**src/design/dtt_pkg.sv**
```systemverilog
// ----------------------------------------------------------------------------
// dtt_pkg
// Shared types and constants for the deadline timer table.
// ----------------------------------------------------------------------------
`default_nettype none

package dtt_pkg;

  localparam int unsigned CNT_W  = 32;
  localparam int unsigned JOB_W  = 32;
  localparam int unsigned IN_IDX_W = 7;
  localparam int unsigned HOUR_W = 5;
  localparam int unsigned MIN_W  = 6;
  localparam int unsigned SEC_W  = 6;

  localparam logic [SEC_W-1:0]  SEC_LAST  = SEC_W'(59);
  localparam logic [MIN_W-1:0]  MIN_LAST  = MIN_W'(59);
  localparam logic [HOUR_W-1:0] HOUR_LAST = HOUR_W'(23);

  // job code that drives the time-of-day clock
  localparam logic [JOB_W-1:0] JOB_CLOCK = '0;

  localparam logic ACT_TICK = 1'b0;
  localparam logic ACT_ARM  = 1'b1;

  typedef struct packed {
    logic             active;
    logic [CNT_W-1:0] deadline;
    logic [JOB_W-1:0] job;
  } entry_t;

  typedef struct packed {
    logic en;
    logic we;
  } mem_ctl_t;

  typedef struct packed {
    logic start;   // clear running minimum
    logic sample;  // read data of a scan access is valid
  } scan_ctl_t;

endpackage

`default_nettype wire

```
**src/design/dtt_tod.sv**
```systemverilog
// ----------------------------------------------------------------------------
// dtt_tod
// Time-of-day clock: seconds, minutes, hours, wrapping at 24 hours.
// ----------------------------------------------------------------------------
`default_nettype none

module dtt_tod (
  input  wire logic                       clk,
  input  wire logic                       rst_n,
  input  wire logic                       advance,
  output logic [dtt_pkg::HOUR_W-1:0]      hours,
  output logic [dtt_pkg::MIN_W-1:0]       minutes,
  output logic [dtt_pkg::SEC_W-1:0]       seconds
);

  logic [dtt_pkg::HOUR_W-1:0] hours_r,   hours_nxt;
  logic [dtt_pkg::MIN_W-1:0]  minutes_r, minutes_nxt;
  logic [dtt_pkg::SEC_W-1:0]  seconds_r, seconds_nxt;

  always_comb begin
    hours_nxt   = hours_r;
    minutes_nxt = minutes_r;
    seconds_nxt = seconds_r;
    if (advance) begin
      if (seconds_r == dtt_pkg::SEC_LAST) begin
        seconds_nxt = '0;
        if (minutes_r == dtt_pkg::MIN_LAST) begin
          minutes_nxt = '0;
          if (hours_r == dtt_pkg::HOUR_LAST) begin
            hours_nxt = '0;
          end else begin
            hours_nxt = hours_r + 1'b1;
          end
        end else begin
          minutes_nxt = minutes_r + 1'b1;
        end
      end else begin
        seconds_nxt = seconds_r + 1'b1;
      end
    end
  end

  always_ff @(posedge clk) begin
    if (!rst_n) begin
      hours_r   <= '0;
      minutes_r <= '0;
      seconds_r <= '0;
    end else begin
      hours_r   <= hours_nxt;
      minutes_r <= minutes_nxt;
      seconds_r <= seconds_nxt;
    end
  end

  assign hours   = hours_r;
  assign minutes = minutes_r;
  assign seconds = seconds_r;

endmodule

`default_nettype wire

```
**config.mk**
```make
export PLATFORM = sky130hd
export DESIGN_NAME = dtt_tod
export DESIGN_NICKNAME = d
export VERILOG_FILES = /design/src/design/dtt_pkg.sv /design/src/design/dtt_tod.sv
export SDC_FILE = /design/constraint.sdc
export NUM_CORES = 1
export LEC_CHECK = 0
export ABC_AREA = 0
export BUFFER_PORTS_ARGS = -buffer_cell sky130_fd_sc_hd__buf_2
export CORE_UTILIZATION = 50
export DETAILED_ROUTE_END_ITERATION = 8
export PLACE_DENSITY = 0.76
export RECOVER_POWER = 100
export SLEW_MARGIN = 20
export SYNTH_ARGS = -nofsm -noshare
export SYNTH_HDL_FRONTEND = slang
export SYNTH_SLANG_ARGS = --single-unit
```
**constraint.sdc**
```tcl
create_clock -name clk -period 3.25 [get_ports clk]
set_clock_uncertainty 0.15 [all_clocks]
set_input_delay 0.1625 -clock clk [delete_from_list [all_inputs] [get_ports clk]]
set_output_delay 0.1625 -clock clk [all_outputs]
set_load 0.02 [all_outputs]
```
# Word level (Yosys, flattened, before mapping)
# Cells that the tools add are included.
[classes]
eq_ne = 3
mux = 3
addsub = 3
reduce_logical = 2
[ops]
columns = ["cell", "n"]
rows = [
  ["$add A6 B1 Y6 const B", 2],
  ["$eq A6 B6 Y1 const B", 2],
  ["$mux W6", 2],
  ["$add A5 B1 Y5 const B", 1],
  ["$eq A5 B5 Y1 const B", 1],
  ["$mux W5", 1],
  ["$reduce_and A3 Y1", 1],
  ["$reduce_and A2 Y1", 1],
]
[word_totals]
regBits = 17
output_inout_bits = 17
wordCells = 14
inputBits = 3

# Logic depth before layout (Yosys ltp)
[logic_depth]
word_depth = 2
mapped_depth = 5
ltp_nobuf = 5

# Worst setup path before layout
# No wires, ideal clock.
[synth_timing]
path_type = "register -> register"
startpoint = "register seconds_r, in the netlist seconds[0]"
endpoint = "register hours_r, in the netlist hours[4]"
setup_ps = 70
path_stages_with_launch = 6
required_time_ps = 3030
period_less_slack_ps = 1939
path_slack_ps = 1311
path_buffers = 0
arrival_time_ps = 1719
path_cell_list = "dfxtp_1 -> ha_1 -> and4_4 -> nand4_4 -> or4_1 -> a21boi_1"
[synth_via]
elab_chain_len = 2
[synth_lines]
columns = ["item", "line_no", "rtl"]
rows = [
  ["from (decl)", "dtt_tod.sv:18", "logic [dtt_pkg::SEC_W-1:0] seconds_r, seconds_nxt;"],
  ["from (signal assigned)", "dtt_tod.sv:51", "seconds_r <= seconds_nxt;"],
  ["$eq A6 B6 Y1", "dtt_tod.sv:25", "if (seconds_r == dtt_pkg::SEC_LAST) begin"],
  ["$reduce_and A3 Y1 (no line)", "-", ""],
  ["to (signal assigned)", "dtt_tod.sv:49", "hours_r <= hours_nxt;"],
  ["to (decl)", "dtt_tod.sv:16", "logic [dtt_pkg::HOUR_W-1:0] hours_r, hours_nxt;"],
]
# No other way between the ends.
# A chain may end at the register's enable or synchronous reset.

# Worst setup path after layout
# Same ends and word-level chain as after synthesis.

==> results by group <==
Run status
  – Outcome: finished, final reports clean

Clock tree
  – Clock Sinks: 17
  – Post-CTS setup buffer count: 0
  – Post-CTS Resized: 0
  – TritonCTS Buffers: 3
  – CTS tree: done
  – Clk slew on worst S/H paths: around 0.09 ns
  – CTS Buffer Depth: 2
  – H-tree depth: 1
  – Latest clock arrival within the worst-skew pair: between 0.2 and 0.3 ns
  – Clock root cell: clkbuf_4
  – Hold buffer count at CTS: 0

Run
  – Max_cap viols: 0

Floorplan
  – Die height: about 42 µm
  – Starting Density: between 50% and 60%
  – Core Footprint: between 1500 and 2000 µm²
  – Number of top-level pins: 20
  – Full die area: 1770 µm²
  – Row cnt: 14
  – Die width: 42.0 µm

Synth
  – Share of flip-flops with an asynchronous set or reset: 0%
  – Post-synthesis cell type count: 28
  – Ys Warns: 0
  – Syn nets: 94
  – Top_reg_cell synth: dfxtp_1
  – Syn Std Cell Area: roughly 800 µm²
  – Post-synthesis register bit count: 17
  – Sequential area share after synthesis: between 40 and 50%
  – Post-synth EDFFs: 0
  – Post-Syn Area per Cell: around 9.1 µm²
  – Post-Synthesis Cells: 88

Pwr
  – P_int: about 0.27 mW
  – Comb pwr share: under 10%
  – Pwr dens: around 390 nW/µm²
  – Sequential Power Share: about 62%
  – Net Sw Frac: a little under a quarter
  – Clock share of power: between 30% and 40%
  – Net Sw Power: 0.0787 mW
  – Leakage: 0.324 nW
  – Worst vdd rail ir drop: ~0.00026 V

Worst setup path
  – Setup CP Type: reg -> reg
  – Worst-path fanout max: 10
  – CP required: ~3.3 ns
  – Sequence of cells on the critical path: ha_1, and4_1, nand4_1, or4_1, a21boi_0
  – Highest-delay cell along the critical path: or4_1
  – Worst Path Arrival: approximately 2.3 ns
  – CP Capture Type: flop
  – Worst setup SP type: flop
  – Max incr delay on CP: around 0.57 ns
  – Worst Path Buf+Inv: 0
  – Register-to-register setup slack: approximately 1 ns
  – CP top delay family: simple AND/OR/NAND/NOR gates

Timing
  – Slew of the pin with the lowest slew margin: 0.537 ns
  – Fin. Hold Viols: 0
  – Period utilisation layout: a little under 70%
  – Final setup violation count: 0
  – Setup TNS: 0 ns
  – Unrepaired setup endpoints after global routing: no
  – FMAX: roughly 450 MHz
  – Post-route setup slack: between 1 and 1.5 ns
  – Min cycle time layout: ~2.2 ns
  – Slew Viols, Final: 0
  – Slew Limit Headroom: 63.8%

Layout
  – Share of layout cells above drive strength 1: 6.42%
  – Final cell count without fillers: about 130
  – # diodes: 0
  – Util after Layout: roughly 60%
  – Nets: roughly 120
  – Fill cells: 151
  – Fin area: between 800 and 900 µm²
  – Area Overhead vs Synth: 11.4%

GRT
  – First-pass GRT wire length: approximately 2400 µm
  – Number of global-route vias before repair: between 600 and 700
  – Layer with the highest usage: met2
  – GR met1 Demand/Resource: a little over a fifth
  – Grt ovf: 0
  – Initial antenna violation count: 0
  – Largest net degree at the start of global routing: 11
  – Met3 Use GR: between 3 and 4%
  – Gr usage total: ~18%
  – Met2 Use GR: roughly 30%

Detailed routing
  – WL/cell: ~12 µm
  – Antenna Violating Nets Remaining: 0
  – Vias per Instance: around 5.6
  – DR vias: 700
  – TritonRoute pass-1 iters: 5
  – DRT iter0 DRCs: 18
  – # DRC: 0
  – Final wirelength: about 1500 µm

Place
  – Gpl congestion: approximately 0.8
  – Pre-CTS WS: 1.35 ns
  – Placed inst area: 905 µm²
  – DP Cell Count: around 120
  – Port bufs: 19
  – Dpl hpwl: 1100 µm

Min path
  – Hold Path Class: in -> reg
## path summary, 6_finish.rpt
path	start	end	cells after the start
hold reg to reg	hours[3]	hours[3]	2
setup / recovery	seconds[0]	hours[4]	5
hold / removal	rst_n	minutes[1]	2
setup reg to reg	seconds[0]	hours[4]	5
## layout by cell type, fill, tap and decap left out, types with 4 or more instances in the layout
master / count
xor2_1: 6
nand3_1: 4
clkbuf_1: 18
nand2_1: 7
dfxtp_1: 17
nand4_1: 5
o21ai_0: 9
nor2_1: 9
a21boi_0: 4
## routing by layer
layer	share of wire (%)	vias up	wire (µm)
met5	0	-	0
met4	2.3	0	34
met3	4.1	5	61
met2	47	16	696
met1	47	324	694
li1	-	355	-
## per-stage QoR
stage	hold slack, ns	total power, mW
floorplan	0.289	0.233
global placement	0.331	0.238
detailed placement	0.347	0.238
CTS	0.0477	0.350
global route	0.0509	0.356
finish	0.0511	0.344
## cell type report
type                       instances  area (µm²)  area share, %
tap                               16        20.0           2.24
inverter                           2        7.51          0.842
timing repair buffer              19        73.8           8.27
clock buffer                       4        26.3           2.95
sequential                        17         340           38.1
multi-input combinational         67         424           47.5
## synth_stat cells (2+ instances only)
| library cell | n | area, µm² |
|---|---|---|
| xnor2_1 | 2 | 17.5 |
| nand3_1 | 4 | 20.0 |
| ha_1 | 3 | 37.5 |
| o21ai_0 | 9 | 45.0 |
| dfxtp_1 | 17 | 340 |
| inv_1 | 2 | 7.51 |
| or3_2 | 2 | 15.0 |
| nand2_1 | 7 | 26.3 |
| a21boi_0 | 3 | 22.5 |
| nor2b_1 | 2 | 12.5 |
| mux2i_1 | 2 | 20.0 |
| or3_1 | 2 | 12.5 |
| nor2_1 | 9 | 33.8 |
| nand4_1 | 4 | 25.0 |
| xor2_1 | 6 | 52.6 |
| a21oi_1 | 2 | 10.0 |
## cell families after synthesis
family                   Yosys count  share of synthesized area [%]
flip-flops                        17                           42.5
XOR/XNOR                           8                           8.75
AND/OR/NAND/NOR                   38                           27.7
buffers and inverters              4                           2.34
AO/OA/AOI/OAI                     16                           11.6
adder cells (fa/ha/maj)            3                           4.69
multiplexers                       2                           2.50
## power by group through the flow
stage | logic (mW) | registers, mW | clock network (mW)
finish | 0.0187 | 0.214 | 0.112
global route | 0.0199 | 0.214 | 0.122
CTS | 0.0197 | 0.214 | 0.116
detailed placement | 0.0196 | 0.219 | 0
global placement | 0.0193 | 0.218 | 0
floorplan | 0.0113 | 0.222 | 0
## flip-flops by register name (all words and copies together), names as in the netlist
signal and cells:
minutes 6, hours 5, seconds 6
Note: power is estimated with default switching activity, not from simulation.
