[src/design/dtt_pkg.sv]
// ----------------------------------------------------------------------------
// dtt_pkg
// Shared types and constants for the deadline timer table.
// ----------------------------------------------------------------------------
`default_nettype none

package dtt_pkg;

  localparam int unsigned CNT_W  = 32;
  localparam int unsigned JOB_W  = 32;
  localparam int unsigned IN_IDX_W = 7;
  localparam int unsigned HOUR_W = 5;
  localparam int unsigned MIN_W  = 6;
  localparam int unsigned SEC_W  = 6;

  localparam logic [SEC_W-1:0]  SEC_LAST  = SEC_W'(59);
  localparam logic [MIN_W-1:0]  MIN_LAST  = MIN_W'(59);
  localparam logic [HOUR_W-1:0] HOUR_LAST = HOUR_W'(23);

  // job code that drives the time-of-day clock
  localparam logic [JOB_W-1:0] JOB_CLOCK = '0;

  localparam logic ACT_TICK = 1'b0;
  localparam logic ACT_ARM  = 1'b1;

  typedef struct packed {
    logic             active;
    logic [CNT_W-1:0] deadline;
    logic [JOB_W-1:0] job;
  } entry_t;

  typedef struct packed {
    logic en;
    logic we;
  } mem_ctl_t;

  typedef struct packed {
    logic start;   // clear running minimum
    logic sample;  // read data of a scan access is valid
  } scan_ctl_t;

endpackage

`default_nettype wire

[src/design/dtt_scan.sv]
// ----------------------------------------------------------------------------
// dtt_scan
// Running minimum over the slot words streamed out of the table.
// ----------------------------------------------------------------------------
`default_nettype none

module dtt_scan #(
  parameter int unsigned IDX_W = 7
) (
  input  wire logic               clk,
  input  wire logic               rst_n,
  input  wire dtt_pkg::scan_ctl_t ctl,
  input  wire logic [IDX_W-1:0]   rd_idx,
  input  wire dtt_pkg::entry_t    rd_entry,
  output logic                    found,
  output logic [IDX_W-1:0]        best_idx
);

  logic                      found_r;
  logic [dtt_pkg::CNT_W-1:0] best_dl_r;
  logic [IDX_W-1:0]          best_idx_r;
  logic                      take;

  // strict less-than keeps the lowest index on ties
  assign take = ctl.sample && rd_entry.active &&
                (!found_r || (rd_entry.deadline < best_dl_r));

  always_ff @(posedge clk) begin
    if (!rst_n) begin
      found_r <= 1'b0;
    end else if (ctl.start) begin
      found_r <= 1'b0;
    end else if (take) begin
      found_r <= 1'b1;
    end
  end

  always_ff @(posedge clk) begin
    if (take) begin
      best_dl_r  <= rd_entry.deadline;
      best_idx_r <= rd_idx;
    end
  end

  assign found    = found_r;
  assign best_idx = best_idx_r;

endmodule

`default_nettype wire

[config.mk]
export PLATFORM = sky130hd
export DESIGN_NAME = dtt_scan
export DESIGN_NICKNAME = d
export VERILOG_FILES = /design/src/design/dtt_pkg.sv /design/src/design/dtt_scan.sv
export SDC_FILE = /design/constraint.sdc
export NUM_CORES = 1
export LEC_CHECK = 0
export BUFFER_PORTS_ARGS = -buffer_cell sky130_fd_sc_hd__buf_2
export CAP_MARGIN = 20
export CORE_ASPECT_RATIO = 0.7
export CORE_MARGIN = 2
export CORE_UTILIZATION = 48
export DETAILED_ROUTE_END_ITERATION = 7
export PLACE_DENSITY = 0.85
export SLEW_MARGIN = 20
export SYNTH_ARGS = -nofsm -noshare
export SYNTH_HDL_FRONTEND = slang
export SYNTH_SLANG_ARGS = --single-unit
[constraint.sdc]
create_clock -name clk -period 4.9 [get_ports clk]
set_input_delay 0 -clock clk [delete_from_list [all_inputs] [get_ports clk]]
set_output_delay 0 -clock clk [all_outputs]
set_load 0.01 [all_outputs]
; ---- Word-level counts from Yosys, hierarchy flattened
; Cells that the tools add are included.
[word_totals]
latch_bits = 0
out_inout_bits = 8
register_bits = 40
ram_bits = 0
inputBits = 76
mem_count = 0
wordCells = 10
rom_bits = 0
[classes]
eq_ne = 0
n_mul = 0
div_mod_pow = 0
bitwise_logic = 1
n_addsub = 0
magnitude_cmp = 1
n_shift = 0
muxes = 0
reduce_logical = 5
[ops]
columns = operator, n
row1 = $lt 32x32->1, 1
row2 = $logic_and 1x1->1, 2
row3 = $reduce_or 2->1, 1
row4 = $logic_not 1->1, 1
row5 = $logic_or 1x1->1, 1
row6 = $not 1->1, 1

; ---- Logic depth before layout (Yosys ltp)
; Gate-level depths: netlist (run 1).
[logic_depth]
word_depth = 3
depth_mapped = 7

; ---- Worst setup path after synthesis (run 1)
; No wires, ideal clock.
[synth_timing]
kind = register -> register
startpoint = register best_dl_r[17] in the netlist's numbering
endpoint = register best_dl_r[0] in the netlist's numbering, enable pin
setup_ps = 448
stages_incl_launch_ff = 8
path_slack_ps = 1250
arrival_time_ps = 3201
period_less_slack_ps = 3650
required_ps = 4452
path_cell_list = edfxtp_1 inv_1 ha_1 a21oi_1 o21ai_0 a221oi_1 o221ai_2 a21oi_1
[synth_between]
elab_chain_len = 3
[synth_lines]
columns = item, line_no
row1 = "start, declared", dtt_scan.sv:20  ; logic [dtt_pkg::CNT_W-1:0] best_dl_r;
row2 = "start signal, assigned", dtt_scan.sv:40  ; best_dl_r <= rd_entry.deadline;
row3 = $lt 32x32->1, dtt_scan.sv:26  ; (!found_r || (rd_entry.deadline < best_dl_r));
row4 = $logic_or 1x1->1, dtt_scan.sv:26
row5 = $logic_and 1x1->1, dtt_scan.sv:25  ; assign take = ctl.sample && rd_entry.active &&
row6 = named net take, dtt_scan.sv:22  ; logic take;
; The timed path passes the listed nets, and every way through them passes these cells.
; A chain may end at the register's enable or synchronous reset.

; ---- Worst setup path in the final report (run 1)
[layout_timing]
startpoint = input rd_entry[49] in the netlist's numbering
endpoint = register best_dl_r[1] in the netlist's numbering, enable pin
[layout_between]
elab_chain_len = 3
[layout_lines]
columns = item, line_no
row1 = "start, declared", dtt_scan.sv:14  ; input wire dtt_pkg::entry_t rd_entry,
row2 = $lt 32x32->1, dtt_scan.sv:26
row3 = $logic_or 1x1->1, dtt_scan.sv:26
row4 = $logic_and 1x1->1, dtt_scan.sv:25
row5 = named net take, dtt_scan.sv:22
; The timed path passes the listed nets, and every way through them passes these cells.

==> results of run 1 <==
-- final timing paths --
| path | startpoint | endpoint | slack [ns] | cells after the start |
|---|---|---|---|---|
| worst min register to register | found | best_dl_r[31] | 0.95 | 3 |
| worst max register to register | best_dl_r[17] | best_dl_r[1] | 2.27 | 8 |
| worst max-delay path | rd_entry[49] | best_dl_r[1] | 2.24 | 9 |
| worst min-delay path | rd_entry[64] | best_dl_r[31] | 0.29 | 5 |
-- through the flow --
stage / cell area (µm²) / setup slack, ns
final: 2890 / 2.24
after global routing: 2890 / 2.05
after CTS: 2890 / 2.31
after detailed placement: 2360 / 2.34
after global placement: 2360 / 2.37
after floorplan: 2020 / 1.25
-- synthesized netlist by cell type (all sizes together) --
cell type and n:
nand3 3, o211ai 1, o2111ai 1, and4 2
o21a 2, a221oi 2, nand2 11, ha 31
o221ai 1, nor3 1, a21o 3, nand2b 3
o21ai 3, or4 1, nor2 2, nand4 1
edfxtp 39, a21oi 13, dfxtp 1, a2111oi 1
inv 32
-- timing repair --
action,in CTS,in global routing
endpoints found under the setup margin,0,0
hold endpoints to repair,40,0
hold buffers,42,0
-- layout make-up --
class	count	share of cell area [%]
Multi-Input combinational cell	82	25.0
Clock buffer	5	2.38
Timing Repair Buffer	94	23.6
Tap cell	52	2.25
Sequential cell	40	41.2
Clock inverter	3	1.47
Inverter	32	4.15
-- registers in the layout (all words and copies together), names as in the netlist --
signal,flops
best_dl_r,32
best_idx,7
found,1
-- logic make-up (layout without fill, tap and decap cells) --
family	after synthesis	count (layout)	share of synthesized area (%)
DFF	40	40	58.9
and+or+nand+nor	24	24	6.43
adders and majority gates	31	31	19.2
AOI/OAI and AO/OA	27	27	9.59
buffers and inverters	32	134	5.94
-- report_power, final --
group          switching, mW  internal, mW  total (mW)
combinational         0.0509        0.0614       0.112
clock                  0.115         0.151       0.266
sequential           0.00389         0.393       0.397
-- placed cells by master (no fill, tap or decap), drive strengths merged, types with 2 or more instances in the layout --
master,instances
buf,52
dlygate4sd3,42
edfxtp,39
inv,32
ha,31
a21oi,13
nand2,11
clkbuf,5
a21o,3
o21ai,3
nand3,3
nand2b,3
o21a,2
a221oi,2
and4,2
nor2,2
-- per-layer routing --
metal / global-route usage [%] / wire length [µm] / part of all wire [%]
met1: 20.8 / 1690 / 42
met2: 35.2 / 2060 / 52
met3: 5.52 / 195 / 4.9
met4: 4.52 / 37 / 0.93
met5: 0 / 0 / 0
-- worst min-delay path, cell delays in order --
cell and delay [ns]:
buf_2 0.09, nand2_1 0.08, a21oi_1 0.05, o221ai_2 0.07, a21oi_4 0.09
==> metrics.yaml, run 1 <==
power.density_cell_area_nw_per_um2: 268
drc: 0
antenna-diode-count: 0
maxCapViolations: 0
regArea_um2: 1190
routed-via-count: 1503
globalRouteTotalUtil_pct: 18.7
skew_ns: 0.00765
leakagePower_nw: 1.33
cts_root_cell: "clkbuf_8"
design.final.nets: 362
post_synth_inst_count: 154
die_y_um: 58.3
die_area_um2: 4760
setup_viol: 0
syn_avg_cell_area_um2: 13.1
overflow: 0
drtPass1Iterations: 4
drtAntennaViolNets: 0
hpwl_after_dpl_um: 2620
placement_rows: 19
die_x_um: 81.6
grt_setup_unrepaired: "no"
numCtsBuffers: 5
layout_min_cycle_time_ns: 2.66
critical_path.cell_chain: "dlygate4sd3_1 > buf_2 > ha_1 > a21oi_1 > o21ai_0 > a221oi_1 > o221ai_2 > a21oi_4 > buf_4"
wire_per_inst_um: 12.9
layout-drive-gt1-share_pct: 25.4
top_delay_family_on_crit_path: "compound AO/OA/AOI/OAI gates"
power.total_mw: 0.775
tightest_slew_ns: 0.423
syn-num-nets: 261
worstHoldPathType: "in -> reg"
slew_viol_final: 0
critPathKind: "in -> reg"
synth.top_cells.by_area: "edfxtp_1 (58%), ha_1 (19%), inv_1 (5.9%)"
areaGrowthSynthToFinish_pct: 43.0
post_synthesis_instance_area_um2: 2020
flip_flop_and_latch_count_after_synthesis: 40
cts.repair_timing.setup_buffer_count: 0
cp_max_stage_delay_ns: 0.53
crit_path_top_delay_cell: "dlygate4sd3_1"
aggregate_negative_setup_slack_ns: 0
cp.buffers_inverters: 3
clock_latency_ns: 0.29
synth_top_cell_area_share_pct: 57.9
fp.coreArea_um2: 3990
synth_warn: 0
layout.filler_cells: 271
slew_headroom_pct: 71.8
buffer_ports.inserted: 51
grt_first_pass_wirelength_um: 6600
period_share_pct: 54.3
timing_hold_violations_final: 0
end_kind: "register"
numClockSinks: 40
post_cts_resize_count: 0
clock_path_buffers: 2
placed_cells: 258
detail_route.iter0.violations: 81
cts_tree: "done"
status: "finished, final reports clean"
pin_count_of_the_biggest_net_entering_global_routing: 29
via_per_inst: 4.88
required_ns: 4.85
finalWeightedCongestion: 0.750
finalCoreUtilization_pct: 72.5
synth_top_cell_by_area: "edfxtp_1"
finalWirelength_um: 3980
number_of_global_route_vias_before_repair: 1579
layout.cells.non_filler: 308
effective_utilization_at_floorplan_pct: 50.7
critical_path_arrival_ns: 2.61
htree_num_levels: 2
top_level_ports: 84
synth_cell_types: 22
antenna_found_initial: 0
synth.yosys.seq_area_share_pct: 58.9
power.ir.vdd_worst_mv: 0.225
worst_setup_path_start_kind: "input port"
worst_hold_slack_ns: 0.287
timing.critical_path.fanout_max: 28
fmaxAchievable_mhz: 376
path_clk_slew_ns: 0.08
multi_input_area_um2: 723
Note: power is estimated with default switching activity, not from simulation.
==> run 2: changes to the inputs <==
==> constraint.sdc (replaced) <==
create_clock -name clk -period 2.6 [get_ports clk]
set_input_delay 0 -clock clk [delete_from_list [all_inputs] [get_ports clk]]
set_output_delay 0 -clock clk [all_outputs]
set_load 0.01 [all_outputs]
==> run 2 against run 1 <==
Compared with the run above:
- routed wire length shrank 0.33%
- clock skew grew 0.00095 ns
- sequential share of layout area shrank 0.42 points
- critical endpoint is now best_idx[4]
- non-clock buffer count is the same
- worst hold slack gained 0.0011 ns
- largest power group unchanged
- clock power grew 120%
==> metrics.yaml, run 2 (synthesis results as in run 1) <==
status: "finished, final reports clean"  # unchanged
die_x_um: 81.6  # unchanged
via_per_inst: 4.90  # was 4.88
post_cts_resize_count: 0  # unchanged
critPathKind: "in -> reg"  # unchanged
stdcell_area_um2: 2920  # was 2890 µm²
clock_path_buffers: 2  # unchanged
layout_common_cells: "buf_2 (51), dlygate4sd3_1 (42), edfxtp_1 (39)"  # unchanged
slew_viol_final: 0  # unchanged
worst_setup_path_start_kind: "input port"  # unchanged
placement_rows: 19  # unchanged
finalWeightedCongestion: 0.812  # was 0.750
grt_setup_unrepaired: "no"  # unchanged
grt_first_pass_wirelength_um: 6330  # was 6600 µm
worst_hold_slack_ns: 0.288  # was 0.287 ns
globalRouteTotalUtil_pct: 18.2  # was 18.7%
cp.buffers_inverters: 3  # unchanged
power.density_cell_area_nw_per_um2: 530  # was 268 nW/µm²
slew_headroom_pct: 77.9  # was 71.8%
cts_root_cell: "clkbuf_8"  # unchanged
maxCapViolations: 0  # unchanged
timing_hold_violations_final: 0  # unchanged
period_share_pct: 88.8
reg2regPathDepth: 8  # unchanged
cts_tree: "done"  # unchanged
setup_viol: 0  # unchanged
critical_path.cell_chain: "dlygate4sd3_1 > buf_2 > ha_1 > a21oi_1 > o21ai_0 > a221oi_1 > o221ai_2 > a21oi_4 > buf_12"  # was dlygate4sd3_1 > buf_2 > ha_1 > a21oi_1 > o21ai_0 > a221oi_1 > o221ai_2 > a21oi_4 > buf_4
placement.cell_area_um2: 2370  # was 2360 µm²
layout-drive-gt1-share_pct: 25.1  # was 25.4%
numCtsBuffers: 5  # unchanged
worstHoldPathType: "in -> reg"  # unchanged
largest_register_ffs: 32  # unchanged
required_ns: 2.59  # was 4.85 ns
timing.critical_path.fanout_max: 33  # was 28
top_level_ports: 84  # unchanged
crit_path_top_delay_cell: "dlygate4sd3_1"  # unchanged
detail_route.iter0.violations: 47  # was 81
overflow: 0  # unchanged
aggregate_negative_setup_slack_ns: 0  # unchanged
antenna-diode-count: 0  # unchanged
buffer_ports.inserted: 51  # unchanged
finalWirelength_um: 3970  # was 3980 µm
setup_slack_after_placement_ns: 0.280  # was 2.34 ns
drtPass1Iterations: 4  # unchanged
antenna_found_initial: 0  # unchanged
areaGrowthSynthToFinish_pct: 44.5  # was 43.0%
wire_per_inst_um: 12.9  # about the same
critical_path_cell_count: 9  # unchanged
tightest_slew_ns: 0.332  # was 0.423 ns
finalWorstSetupSlack_ns: 0.290  # was 2.24 ns
number_of_global_route_vias_before_repair: 1535  # was 1579
path_clk_slew_ns: 0.07  # was 0.08 ns
htree_num_levels: 2  # unchanged
clock_latency_ns: 0.30  # was 0.29 ns
design.final.nets: 362  # unchanged
largest_register: "best_dl_r"  # unchanged
drtAntennaViolNets: 0  # unchanged
routed-via-count: 1503  # unchanged
power.total_mw: 1.55  # was 0.775 mW
leakagePower_nw: 1.34  # was 1.33 nW
end_kind: "register"  # unchanged
most_common_cell_after_layout_fill_and_taps_aside: "buf_2"  # unchanged
drc: 0  # unchanged
cp_max_stage_delay_ns: 0.54  # was 0.53 ns
effective_utilization_at_floorplan_pct: 50.7  # unchanged
fp.coreArea_um2: 3990  # unchanged
die_y_um: 58.3  # unchanged
power.ir.vdd_worst_mv: 0.510  # was 0.225 mV
fmaxAchievable_mhz: 433
die_area_um2: 4760  # unchanged
numClockSinks: 40  # unchanged
hpwl_after_dpl_um: 2570  # was 2620 µm
pin_count_of_the_biggest_net_entering_global_routing: 34  # was 29
critical_path_arrival_ns: 2.30  # was 2.61 ns
holdPathStages: 5  # unchanged
layout_min_cycle_time_ns: 2.31
skew_ns: 0.00860  # was 0.00765 ns
top_delay_family_on_crit_path: "compound AO/OA/AOI/OAI gates"  # unchanged
run 2: cell types whose count changed in the layout (fill, tap and decap cells not counted):
cell / delta
buf_12: +1
clkinvlp_4: -1
bufinv_16: +1
buf_4: -1
clkinv_2: -1
run 2: metal layers:
| metal | routed length (µm) | GRT usage, % | up-vias |
|---|---|---|---|
| met5 | 0 | 0 | - |
| met4 | 79 | 7.62 | 0 |
| met3 | 228 | 6.13 | 11 |
| met2 | 1900 | 31.7 | 51 |
| met1 | 1760 | 20.7 | 691 |
| li1 | - | - | 750 |
run 2: through the flow:
| stage | util (%) | instances |
|---|---|---|
| floorplan | - | 154 |
| global placement | 59.5 | 258 |
| detailed placement | 59.5 | 258 |
| CTS | 73.2 | 307 |
| global route | 73.2 | 307 |
| finish | 73.2 | 307 |
run 2: worst paths after layout:
kind                  from             to  slack [ns]
min reg2reg          found  best_dl_r[29]        0.93
min           rd_entry[64]  best_dl_r[29]        0.29
max reg2reg  best_dl_r[19]    best_idx[4]        0.29
max           rd_entry[49]    best_idx[4]        0.29
run 2: cell type report:
type                       count  area [µm²]
fill                         270        1070
multi-input combinational     82         723
tap                           52        65.1
clock buffer                   5        68.8
sequential                    40        1190
clock inverter                 2        60.1
inverter                      32         120
timing repair buffer          94         696
run 2: tightest hold or removal path, stage by stage:
cell	delay (ns)
buf_2	0.10
nand2_1	0.09
a21oi_1	0.06
o221ai_2	0.08
a21oi_4	0.07
run 2: report_power, final:
part | internal (mW) | switching [mW] | leakage [nW]
logic | 0.117 | 0.0949 | 0.907
clock network | 0.378 | 0.213 | 0.0642
registers | 0.740 | 0.00777 | 0.374
run 2: repair_timing:
item / 4_1_cts / 5_1_grt
hold buffers: 42 / 0
buffers inserted: 0 / 0
hold endpoints to repair: 40 / 0
